--- src/rtl/vdts_pkg.sv ---
// Package for the video dot timing and scroll engine.
// Holds the operation codes, frame timing constants and the address stepping functions.
// No dependencies.
package vdts_pkg;

   typedef enum logic [2:0] {
      OP_TICK   = 3'd0,
      OP_CTRL   = 3'd1,
      OP_MASK   = 3'd2,
      OP_STATUS = 3'd3,
      OP_SCROLL = 3'd4,
      OP_ADDR   = 3'd5,
      OP_DATA   = 3'd6
   } op_type;

   localparam int AddrWidth  = 15;
   localparam int CountWidth = 9;

   // Frame geometry in dots and scanlines.
   localparam logic [9:0] DotsPerLine  = 10'd341;
   localparam logic [8:0] LastDot      = 9'd340;
   localparam logic [8:0] SkipDot      = 9'd339;
   localparam logic [8:0] VisibleLines = 9'd240;
   localparam logic [8:0] VblankLine   = 9'd241;
   localparam logic [8:0] VisibleWidth = 9'd256;
   localparam logic [8:0] StepYDot     = 9'd257;
   localparam logic [8:0] HorizDot     = 9'd258;
   localparam logic [8:0] PulseDot     = 9'd260;
   localparam logic [8:0] VertFirstDot = 9'd281;
   localparam logic [8:0] VertLastDot  = 9'd304;
   localparam logic [8:0] ResetLine    = 9'd261;

   localparam logic [14:0] HorizBits = 15'h041F;
   localparam logic [14:0] VertBits  = 15'h7BE0;

   localparam logic [4:0] CoarseMax  = 5'd31;
   localparam logic [4:0] CoarseWrap = 5'd29;

   // Moves to the next tile column, flipping the horizontal nametable at the edge.
   function automatic logic [14:0] step_coarse_x(input logic [14:0] addr);
      logic [14:0] res;
      res = addr;
      if (addr[4:0] == CoarseMax) begin
         res[4:0] = 5'd0;
         res[10]  = ~addr[10];
      end else begin
         res[4:0] = addr[4:0] + 5'd1;
      end
      return res;
   endfunction

   // Moves down one pixel row; after tile row 29 the vertical nametable flips, and row 31 wraps without a flip.
   function automatic logic [14:0] step_y(input logic [14:0] addr);
      logic [14:0] res;
      logic [4:0]  cy;
      res = addr;
      cy  = addr[9:5];
      if (addr[14:12] != 3'd7) begin
         res[14:12] = addr[14:12] + 3'd1;
      end else begin
         res[14:12] = 3'd0;
         if (cy == CoarseWrap) begin
            res[9:5] = 5'd0;
            res[11]  = ~addr[11];
         end else if (cy == CoarseMax) begin
            res[9:5] = 5'd0;
         end else begin
            res[9:5] = cy + 5'd1;
         end
      end
      return res;
   endfunction

   function automatic logic [14:0] copy_bits(input logic [14:0] cur, input logic [14:0] tmp,
                                             input logic [14:0] bits);
      return (cur & ~bits) | (tmp & bits);
   endfunction

endpackage

--- src/rtl/video_dot_timing_scroll_engine.sv ---
// Top level of the video dot timing and scroll engine.
// Depends on vdts_pkg for operation codes, timing constants and address stepping.
// A request is held in the request register, and its result then in the response register.
// One request per cycle while responses are taken; the state update is a single pass of logic
// between the request register and the response register.
// Reset (synchronous, active high) loads the power-up state: scanline 261, dot 0,
// all addresses, latches and flags zero, write toggle set, pre-render line 261.
module video_dot_timing_scroll_engine (
   input  logic                             clock,
   input  logic                             reset,
   // Request channel.
   input  logic                             req_valid,
   output logic                             req_ready,
   input  logic [2:0]                       req_operation,
   input  logic [7:0]                       req_data_byte,
   // Response channel.
   output logic                             rsp_valid,
   input  logic                             rsp_ready,
   output logic [vdts_pkg::AddrWidth-1:0]   rsp_vram_address,
   output logic [2:0]                       rsp_fine_scroll_x,
   output logic                             rsp_nmi_level,
   output logic [7:0]                       rsp_status_data,
   output logic                             rsp_frame_done,
   output logic                             rsp_scanline_pulse,
   output logic [vdts_pkg::CountWidth-1:0]  rsp_dot_index,
   output logic [vdts_pkg::CountWidth-1:0]  rsp_scanline_index,
   // Configuration: index of the pre-render scanline.
   input  logic                             csr_write_enable,
   input  logic [vdts_pkg::CountWidth-1:0]  csr_write_data
);
   import vdts_pkg::*;

   // Handshake and request register.
   logic   req_fire;
   logic   exec_fire;
   logic   s1_valid_ff, s1_valid_in;
   op_type s1_op_ff;
   logic [7:0] s1_data_ff;
   logic   rsp_valid_ff, rsp_valid_in;

   // Configuration register.
   logic [CountWidth-1:0] last_line_ff, last_line_in;

   // Architectural state.
   logic [AddrWidth-1:0]  cur_addr_ff, cur_addr_in;
   logic [AddrWidth-1:0]  tmp_addr_ff, tmp_addr_in;
   logic [2:0]            fine_x_ff, fine_x_in;
   logic                  first_wr_ff, first_wr_in;
   logic [7:0]            ctrl_ff, ctrl_in;
   logic [7:0]            mask_ff, mask_in;
   logic                  vblank_ff, vblank_in;
   logic [CountWidth-1:0] dot_ff, dot_in;
   logic [CountWidth-1:0] line_ff, line_in;
   logic                  odd_ff, odd_in;

   // Per-request results.
   logic [7:0] status_in;
   logic       frame_in;
   logic       pulse_in;

   // Response payload registers.
   logic [AddrWidth-1:0]  out_addr_ff;
   logic [2:0]            out_fine_x_ff;
   logic                  out_nmi_ff;
   logic [7:0]            out_status_ff;
   logic                  out_frame_ff;
   logic                  out_pulse_ff;
   logic [CountWidth-1:0] out_dot_ff;
   logic [CountWidth-1:0] out_line_ff;

   // Tick decode helpers.
   logic                  bg_on, render_on, both_on;
   logic                  coarse_hit;
   logic [2:0]            fine_sum;
   logic [CountWidth-1:0] dot_eff;
   logic [9:0]            dot_next;

   // A request moves into the response register whenever the response slot is free
   // or is being emptied in the same cycle, so the two stages run back to back.
   assign exec_fire = s1_valid_ff && (!rsp_valid_ff || rsp_ready);
   assign req_ready = !s1_valid_ff || exec_fire;
   assign req_fire  = req_valid && req_ready;

   always_comb begin
      s1_valid_in = s1_valid_ff;
      if (req_fire) begin
         s1_valid_in = 1'b1;
      end else if (exec_fire) begin
         s1_valid_in = 1'b0;
      end
      rsp_valid_in = rsp_valid_ff;
      if (exec_fire) begin
         rsp_valid_in = 1'b1;
      end else if (rsp_ready) begin
         rsp_valid_in = 1'b0;
      end
   end

   assign last_line_in = csr_write_enable ? csr_write_data : last_line_ff;

   assign bg_on     = mask_ff[3];
   assign render_on = mask_ff[3] | mask_ff[4];
   assign both_on   = mask_ff[3] & mask_ff[4];

   // Coarse X steps at the last pixel of each tile: (fine_x + dot - 1) mod 8 == 7,
   // which is the same as (fine_x + dot) mod 8 == 0.
   assign fine_sum   = fine_x_ff + dot_ff[2:0];
   assign coarse_hit = (dot_ff != '0) && (dot_ff <= VisibleWidth) && (fine_sum == 3'd0);

   // Main update. Everything holds unless a request is being executed.
   always_comb begin
      cur_addr_in = cur_addr_ff;
      tmp_addr_in = tmp_addr_ff;
      fine_x_in   = fine_x_ff;
      first_wr_in = first_wr_ff;
      ctrl_in     = ctrl_ff;
      mask_in     = mask_ff;
      vblank_in   = vblank_ff;
      dot_in      = dot_ff;
      line_in     = line_ff;
      odd_in      = odd_ff;
      status_in   = 8'd0;
      frame_in    = 1'b0;
      pulse_in    = 1'b0;
      dot_eff     = dot_ff;
      dot_next    = {1'b0, dot_ff} + 10'd1;

      if (exec_fire) begin
         unique case (s1_op_ff)
            OP_TICK: begin
               if (line_ff < VisibleLines) begin
                  // Visible line: horizontal stepping, end-of-line Y step, reload and the mid-line pulse.
                  if (coarse_hit && bg_on) begin
                     cur_addr_in = step_coarse_x(cur_addr_ff);
                  end
                  if (dot_ff == StepYDot && bg_on) begin
                     cur_addr_in = step_y(cur_addr_ff);
                  end else if (dot_ff == HorizDot && render_on) begin
                     cur_addr_in = copy_bits(cur_addr_ff, tmp_addr_ff, HorizBits);
                  end else if (dot_ff == PulseDot && both_on) begin
                     pulse_in = 1'b1;
                  end
               end else if (line_ff == VisibleLines) begin
                  // The post-render line does nothing.
               end else if (line_ff < last_line_ff) begin
                  if (dot_ff == 9'd1 && line_ff == VblankLine) begin
                     vblank_in = 1'b1;
                  end
               end else begin
                  // Pre-render line: clear vblank, reload scroll, mid-line pulse, maybe skip a dot, end the frame.
                  if (dot_ff == 9'd1) begin
                     vblank_in = 1'b0;
                  end else if (dot_ff == HorizDot && render_on) begin
                     cur_addr_in = copy_bits(cur_addr_ff, tmp_addr_ff, HorizBits);
                  end else if (dot_ff == PulseDot && both_on) begin
                     pulse_in = 1'b1;
                  end else if (dot_ff >= VertFirstDot && dot_ff <= VertLastDot && render_on) begin
                     cur_addr_in = copy_bits(cur_addr_ff, tmp_addr_ff, VertBits);
                  end else if (dot_ff == SkipDot && odd_ff && render_on) begin
                     dot_eff = dot_ff + 9'd1;
                  end
                  if (dot_eff >= LastDot) begin
                     frame_in = 1'b1;
                     odd_in   = ~odd_ff;
                  end
               end
               dot_next = {1'b0, dot_eff} + 10'd1;
               if (dot_next >= DotsPerLine) begin
                  dot_in  = '0;
                  line_in = (line_ff >= last_line_ff) ? '0 : line_ff + 9'd1;
               end else begin
                  dot_in = dot_next[CountWidth-1:0];
               end
            end
            OP_CTRL: begin
               ctrl_in            = s1_data_ff;
               tmp_addr_in[11:10] = s1_data_ff[1:0];
            end
            OP_MASK: begin
               mask_in = s1_data_ff;
            end
            OP_STATUS: begin
               status_in   = {vblank_ff, 7'd0};
               first_wr_in = 1'b1;
               vblank_in   = 1'b0;
            end
            OP_SCROLL: begin
               if (first_wr_ff) begin
                  tmp_addr_in[4:0] = s1_data_ff[7:3];
                  fine_x_in        = s1_data_ff[2:0];
                  first_wr_in      = 1'b0;
               end else begin
                  tmp_addr_in[14:12] = s1_data_ff[2:0];
                  tmp_addr_in[9:5]   = s1_data_ff[7:3];
                  first_wr_in        = 1'b1;
               end
            end
            OP_ADDR: begin
               if (first_wr_ff) begin
                  tmp_addr_in[14]   = 1'b0;
                  tmp_addr_in[13:8] = s1_data_ff[5:0];
                  first_wr_in       = 1'b0;
               end else begin
                  tmp_addr_in[7:0] = s1_data_ff;
                  cur_addr_in      = {tmp_addr_ff[14:8], s1_data_ff};
                  first_wr_in      = 1'b1;
               end
            end
            OP_DATA: begin
               cur_addr_in = cur_addr_ff + (ctrl_ff[2] ? 15'd32 : 15'd1);
            end
            default: begin
               // The unused code only reports the current state.
            end
         endcase
      end
   end

   always_ff @(posedge clock) begin
      if (reset) begin
         s1_valid_ff  <= 1'b0;
         rsp_valid_ff <= 1'b0;
         last_line_ff <= ResetLine;
         cur_addr_ff  <= '0;
         tmp_addr_ff  <= '0;
         fine_x_ff    <= '0;
         first_wr_ff  <= 1'b1;
         ctrl_ff      <= '0;
         mask_ff      <= '0;
         vblank_ff    <= 1'b0;
         dot_ff       <= '0;
         line_ff      <= ResetLine;
         odd_ff       <= 1'b0;
      end else begin
         s1_valid_ff  <= s1_valid_in;
         rsp_valid_ff <= rsp_valid_in;
         last_line_ff <= last_line_in;
         cur_addr_ff  <= cur_addr_in;
         tmp_addr_ff  <= tmp_addr_in;
         fine_x_ff    <= fine_x_in;
         first_wr_ff  <= first_wr_in;
         ctrl_ff      <= ctrl_in;
         mask_ff      <= mask_in;
         vblank_ff    <= vblank_in;
         dot_ff       <= dot_in;
         line_ff      <= line_in;
         odd_ff       <= odd_in;
      end
   end

   // Payload registers carry no reset; they are qualified by the valid flags.
   always_ff @(posedge clock) begin
      if (req_fire) begin
         s1_op_ff   <= op_type'(req_operation);
         s1_data_ff <= req_data_byte;
      end
      if (exec_fire) begin
         out_addr_ff   <= cur_addr_in;
         out_fine_x_ff <= fine_x_in;
         out_nmi_ff    <= ctrl_in[7] & vblank_in;
         out_status_ff <= status_in;
         out_frame_ff  <= frame_in;
         out_pulse_ff  <= pulse_in;
         out_dot_ff    <= dot_in;
         out_line_ff   <= line_in;
      end
   end

   assign rsp_valid          = rsp_valid_ff;
   assign rsp_vram_address   = out_addr_ff;
   assign rsp_fine_scroll_x  = out_fine_x_ff;
   assign rsp_nmi_level      = out_nmi_ff;
   assign rsp_status_data    = out_status_ff;
   assign rsp_frame_done     = out_frame_ff;
   assign rsp_scanline_pulse = out_pulse_ff;
   assign rsp_dot_index      = out_dot_ff;
   assign rsp_scanline_index = out_line_ff;

   // The dot counter never leaves the line.
   a_dot_range: assert property (@(posedge clock) disable iff (reset)
      {1'b0, dot_ff} < DotsPerLine)
      else $error("dot counter out of range");

   // The frame end always coincides with the dot counter wrapping.
   a_frame_wrap: assert property (@(posedge clock) disable iff (reset)
      rsp_valid_ff && out_frame_ff |-> out_dot_ff == '0)
      else $error("frame end without dot wrap");

   // The mid-line pulse is reported on the dot after the pulse dot.
   a_pulse_dot: assert property (@(posedge clock) disable iff (reset)
      rsp_valid_ff && out_pulse_ff |-> out_dot_ff == PulseDot + 9'd1)
      else $error("scanline pulse at wrong dot");

   // A status read leaves vblank clear and the write toggle set.
   a_status_clear: assert property (@(posedge clock) disable iff (reset)
      exec_fire && s1_op_ff == OP_STATUS |=> !vblank_ff && first_wr_ff)
      else $error("status read did not clear vblank");

endmodule
--- config.mk ---
export PLATFORM = sky130hd
export DESIGN_NAME = video_dot_timing_scroll_engine
export DESIGN_NICKNAME = d
export VERILOG_FILES = /design/src/rtl/vdts_pkg.sv /design/src/rtl/video_dot_timing_scroll_engine.sv
export SDC_FILE = /design/constraint.sdc
export NUM_CORES = 1
export LEC_CHECK = 0
export ABC_AREA = 1
export BUFFER_PORTS_ARGS = -buffer_cell sky130_fd_sc_hd__buf_2
export CORE_MARGIN = 1
export CORE_UTILIZATION = 45
export CTS_CLUSTER_SIZE = 40
export DETAILED_ROUTE_END_ITERATION = 10
export GPL_TIMING_DRIVEN = 1
export HOLD_SLACK_MARGIN = 0.06
export PLACE_DENSITY_LB_ADDON = 0.12
export SYNTH_ARGS = -nofsm -noshare
export SYNTH_HDL_FRONTEND = slang
export SYNTH_SLANG_ARGS = --single-unit
--- constraint.sdc ---
create_clock -name clock -period 4.75 [get_ports clock]
set_input_delay 0.95 -clock clock [delete_from_list [all_inputs] [get_ports clock]]
set_output_delay 0.95 -clock clock [all_outputs]
set_load 0.005 [all_outputs]
==> impl_results.md <==
- Outcome: finished clean
- Instance area after placement: 7199 sq um
- Die ar.: 15470 sq um
- Mean instance size in the synthesized netlist: 7.988 sq um
- CTS max path bufs: 2
- Standard-cell row count: 44
- Most area-consuming cells after synthesis: sky130_fd_sc_hd__edfxtp_1, sky130_fd_sc_hd__dfxtp_1, sky130_fd_sc_hd__nand2_1, sky130_fd_sc_hd__inv_1, sky130_fd_sc_hd__ha_1
- Critical path startpoint category: flop
- Starting utilization of the core area: 46.21%
- Number of DRC violations after detailed-routing iteration 0: 606
- Cell at the slowest stage of the critical path: sky130_fd_sc_hd__dfxtp_1
- Arrival time worst endpoint: 4.47 ns
- XOR/XNOR share of the synthesized area: 1.299%
- Kind of critical path: flop to flop
- Final HPWL DP: 13110 um
- Post-synthesis cell type count: 52
- Post-placement setup slack: 0.6404 ns
- Number of global-route vias before repair: 5663
- Number of buffers inserted during clock tree synthesis: 17
- Crit path largest cell delay: 0.31 ns
- Worst Tran Pin Value: 1.090 ns
- Cell taking the most area after synthesis: sky130_fd_sc_hd__edfxtp_1
- Initial antenna violation count: 0
- Setup total negative slack: 0 ns
- Unrepaired setup endpoints after global routing: false
- Most common library cell in the layout ignoring fill and taps: sky130_fd_sc_hd__nand2_1
- Hold Violations, Final: 0
- Final Worst Setup Slack: 0.5549 ns
- Top-area cell type share of the netlist area: 22.72%
- Count of final setup violators: 0
- Via count: 6090
- Die height: 124.4 um
- Buffers inserted during post-CTS setup optimization: 0
- Pin count of the biggest net entering global routing: 32
- Routed wire length: 17860 um
- Leading cell types in the layout, fill and taps excluded: sky130_fd_sc_hd__nand2_1, sky130_fd_sc_hd__inv_1, sky130_fd_sc_hd__nor2_1
- Slew Viols, Final: 0
- Post-route clock period utilization: 88.32%
- Post-route DRC violation count: 0
- Gates resized, CTS repair: 0
- Main combinational cell family by area after synthesis: simple AND/OR/NAND/NOR gates
- Synth-to-layout area growth: 16.26%
- Ports: 74
- Via count normalized by instance count: 5.516
- Final antenna-violating net count: 0
- Post-synth ARST share: 0%
- Overall track demand over capacity in global routing: 23.87%
- Share of synthesized cell area in and, or, nand and nor gates: 22.10%
- Most common cell type on the critical path: sky130_fd_sc_hd__nor2_1
- Peak supply drop: 0.0002342 V
- Post-layout min period: 4.195 ns
- Global-route wire length before repair: 29210 um
- Number of nets in the layout: 962
- Drt wl/cell: 16.17 um
- Number of fillers in the final layout: 1381
- Number of buffers added on ports: 66
- Final weighted congestion in routability-driven placement: 0.9118
- Total number of yosys warnings: 0
- Max_slew headroom: 26.92%
- Leak pwr: 0.003228 uW
- EDFF count, synth: 51
- N_diodes: 0
- Area share of fa/ha/maj cells after synthesis: 5.679%
- CTS clk-pin slew, worst paths: 0.05 ns
- Sinks on the clock net: 120
- Worst min path class: flop to flop
- FF+latch count, synth: 120
- Global-route congestion overflow total: 0
- Post-synthesis instance area: 6741 sq um
- Pwr Density: 347.5 nW/um^2
- Root buffer selected by CTS: sky130_fd_sc_hd__clkbuf_16
- CTS Hold Bufs: 0
- Final core occ: 53.72%
- TritonCTS clock tree: yes
- Dominant synthesized flop cell: sky130_fd_sc_hd__dfxtp_1
- Std-Cell Core Area: 14590 sq um
- Length of the first detailed-routing pass in iterations: 6
- Required time worst endpoint: 5.03 ns
- Clock latency of the later-clocked register in the worst-skew pair: 0.42 ns
- Critical path peak fanout: 14
- Post-route clock skew: 0.01101 ns
- Max Clock Freq: 238.4 MHz
- CP Capture Type: flop
- Number of instances in the synthesized netlist: 844
- Max-capacitance violation count: 0
- Die span in x: 124.4 um
- Multiplexer share of the synthesized area: 0.1485%
- Cell area after layout: 7838 sq um
- Proportion of layout cells with a drive suffix above 1: 14.89%
- Complex-gate fraction of the synthesized area: 18.08%
- Number of H-tree branching levels: 4
- Part of the Yosys area used for sequential elements: 43.21%
- Hold Worst Slack: 0.4756 ns
[power by group]
group          internal [uW]  switching, uW
registers               1120           27.6
logic                   58.9            115
clock network            953            451
total                   2130            594
[cells in the mapped netlist (6+ instances only)]
master	instances
sky130_fd_sc_hd__nand2_1	129
sky130_fd_sc_hd__inv_1	107
sky130_fd_sc_hd__nor2_1	74
sky130_fd_sc_hd__dfxtp_1	69
sky130_fd_sc_hd__a21oi_1	64
sky130_fd_sc_hd__o21ai_0	63
sky130_fd_sc_hd__edfxtp_1	51
sky130_fd_sc_hd__nand3_1	40
sky130_fd_sc_hd__ha_1	29
sky130_fd_sc_hd__clkbuf_1	24
sky130_fd_sc_hd__a31oi_1	21
sky130_fd_sc_hd__nand4_1	16
sky130_fd_sc_hd__a22oi_1	12
sky130_fd_sc_hd__and2_1	12
sky130_fd_sc_hd__nor3_1	12
sky130_fd_sc_hd__xor2_1	10
sky130_fd_sc_hd__o21ai_1	9
sky130_fd_sc_hd__buf_4	8
sky130_fd_sc_hd__inv_2	8
sky130_fd_sc_hd__nor3_2	8
sky130_fd_sc_hd__o221ai_1	8
sky130_fd_sc_hd__nand2_2	6
sky130_fd_sc_hd__nand3b_1	6
[logic make-up (layout without fill, tap and decap cells)]
group / Yosys count / count (layout)
other: 1 / 7
AOI/OAI and AO/OA: 207 / 207
adders and majority gates: 30 / 30
muxes: 1 / 1
buffers and inverters: 156 / 226
xor gates and xnor gates: 10 / 10
DFF: 120 / 120
and+or+nand+nor: 319 / 319
[flip-flops by register name, indices dropped and copies added (netlist names), 2 cells and up]
name and cells:
s1_op_ff 3, last_line_ff 9, rsp_vram_address 15, rsp_scanline_index 9, cur_addr_ff 15, rsp_fine_scroll_x 3
s1_data_ff 8, tmp_addr_ff 15, rsp_dot_index 9, fine_x_ff 3, dot_ff 9, mask_ff 2
ctrl_ff 2, line_ff 9
[metrics by stage]
stage,power [uW],instances
after floorplan,1270,850
after global placement,1335,1072
after detailed placement,1340,1072
after CTS,2747,1104
after global routing,2816,1104
final,2724,1104
[path summary, 6_finish.rpt]
check,from,to,slack (ns),cells past startpoint
max reg2reg,last_line_ff[8],rsp_scanline_index[3],0.55,25
min,last_line_ff[2],last_line_ff[2],0.48,2
min reg2reg,last_line_ff[2],last_line_ff[2],0.48,2
max,last_line_ff[8],rsp_scanline_index[3],0.55,25
[layer usage]
| metal | GRT usage, % | share of wire (%) | up-vias |
|---|---|---|---|
| met5 | 0 | 0 | - |
| met4 | 8.434 | 1.7 | 0 |
| met3 | 5.069 | 6.6 | 24 |
| met2 | 35.39 | 44 | 236 |
| met1 | 34.15 | 48 | 2807 |
| li1 | - | - | 3023 |
[critical path, delay by kind of cell (launching register included)]
kind	cells	cell delay (ns)
AND/OR/NAND/NOR	16	2.42
XOR/XNOR	1	0.26
buffers and inverters	4	0.32
flip-flops	1	0.31
adder cells (fa/ha/maj)	2	0.44
AO/OA/AOI/OAI	2	0.29
[cell type report]
type                    instances  area, sq um  area share [%]
clock buffers                  23        467.9           5.971
repair buffers                 73        382.9           4.885
well taps                     184        230.2           2.937
flip-flops and latches        120         2913           37.16
multi-input cells             574         3216           41.03
clock inverters                 9        170.2           2.171
inverters                     121        457.9           5.843
Note: power is estimated with default switching activity, not from simulation.
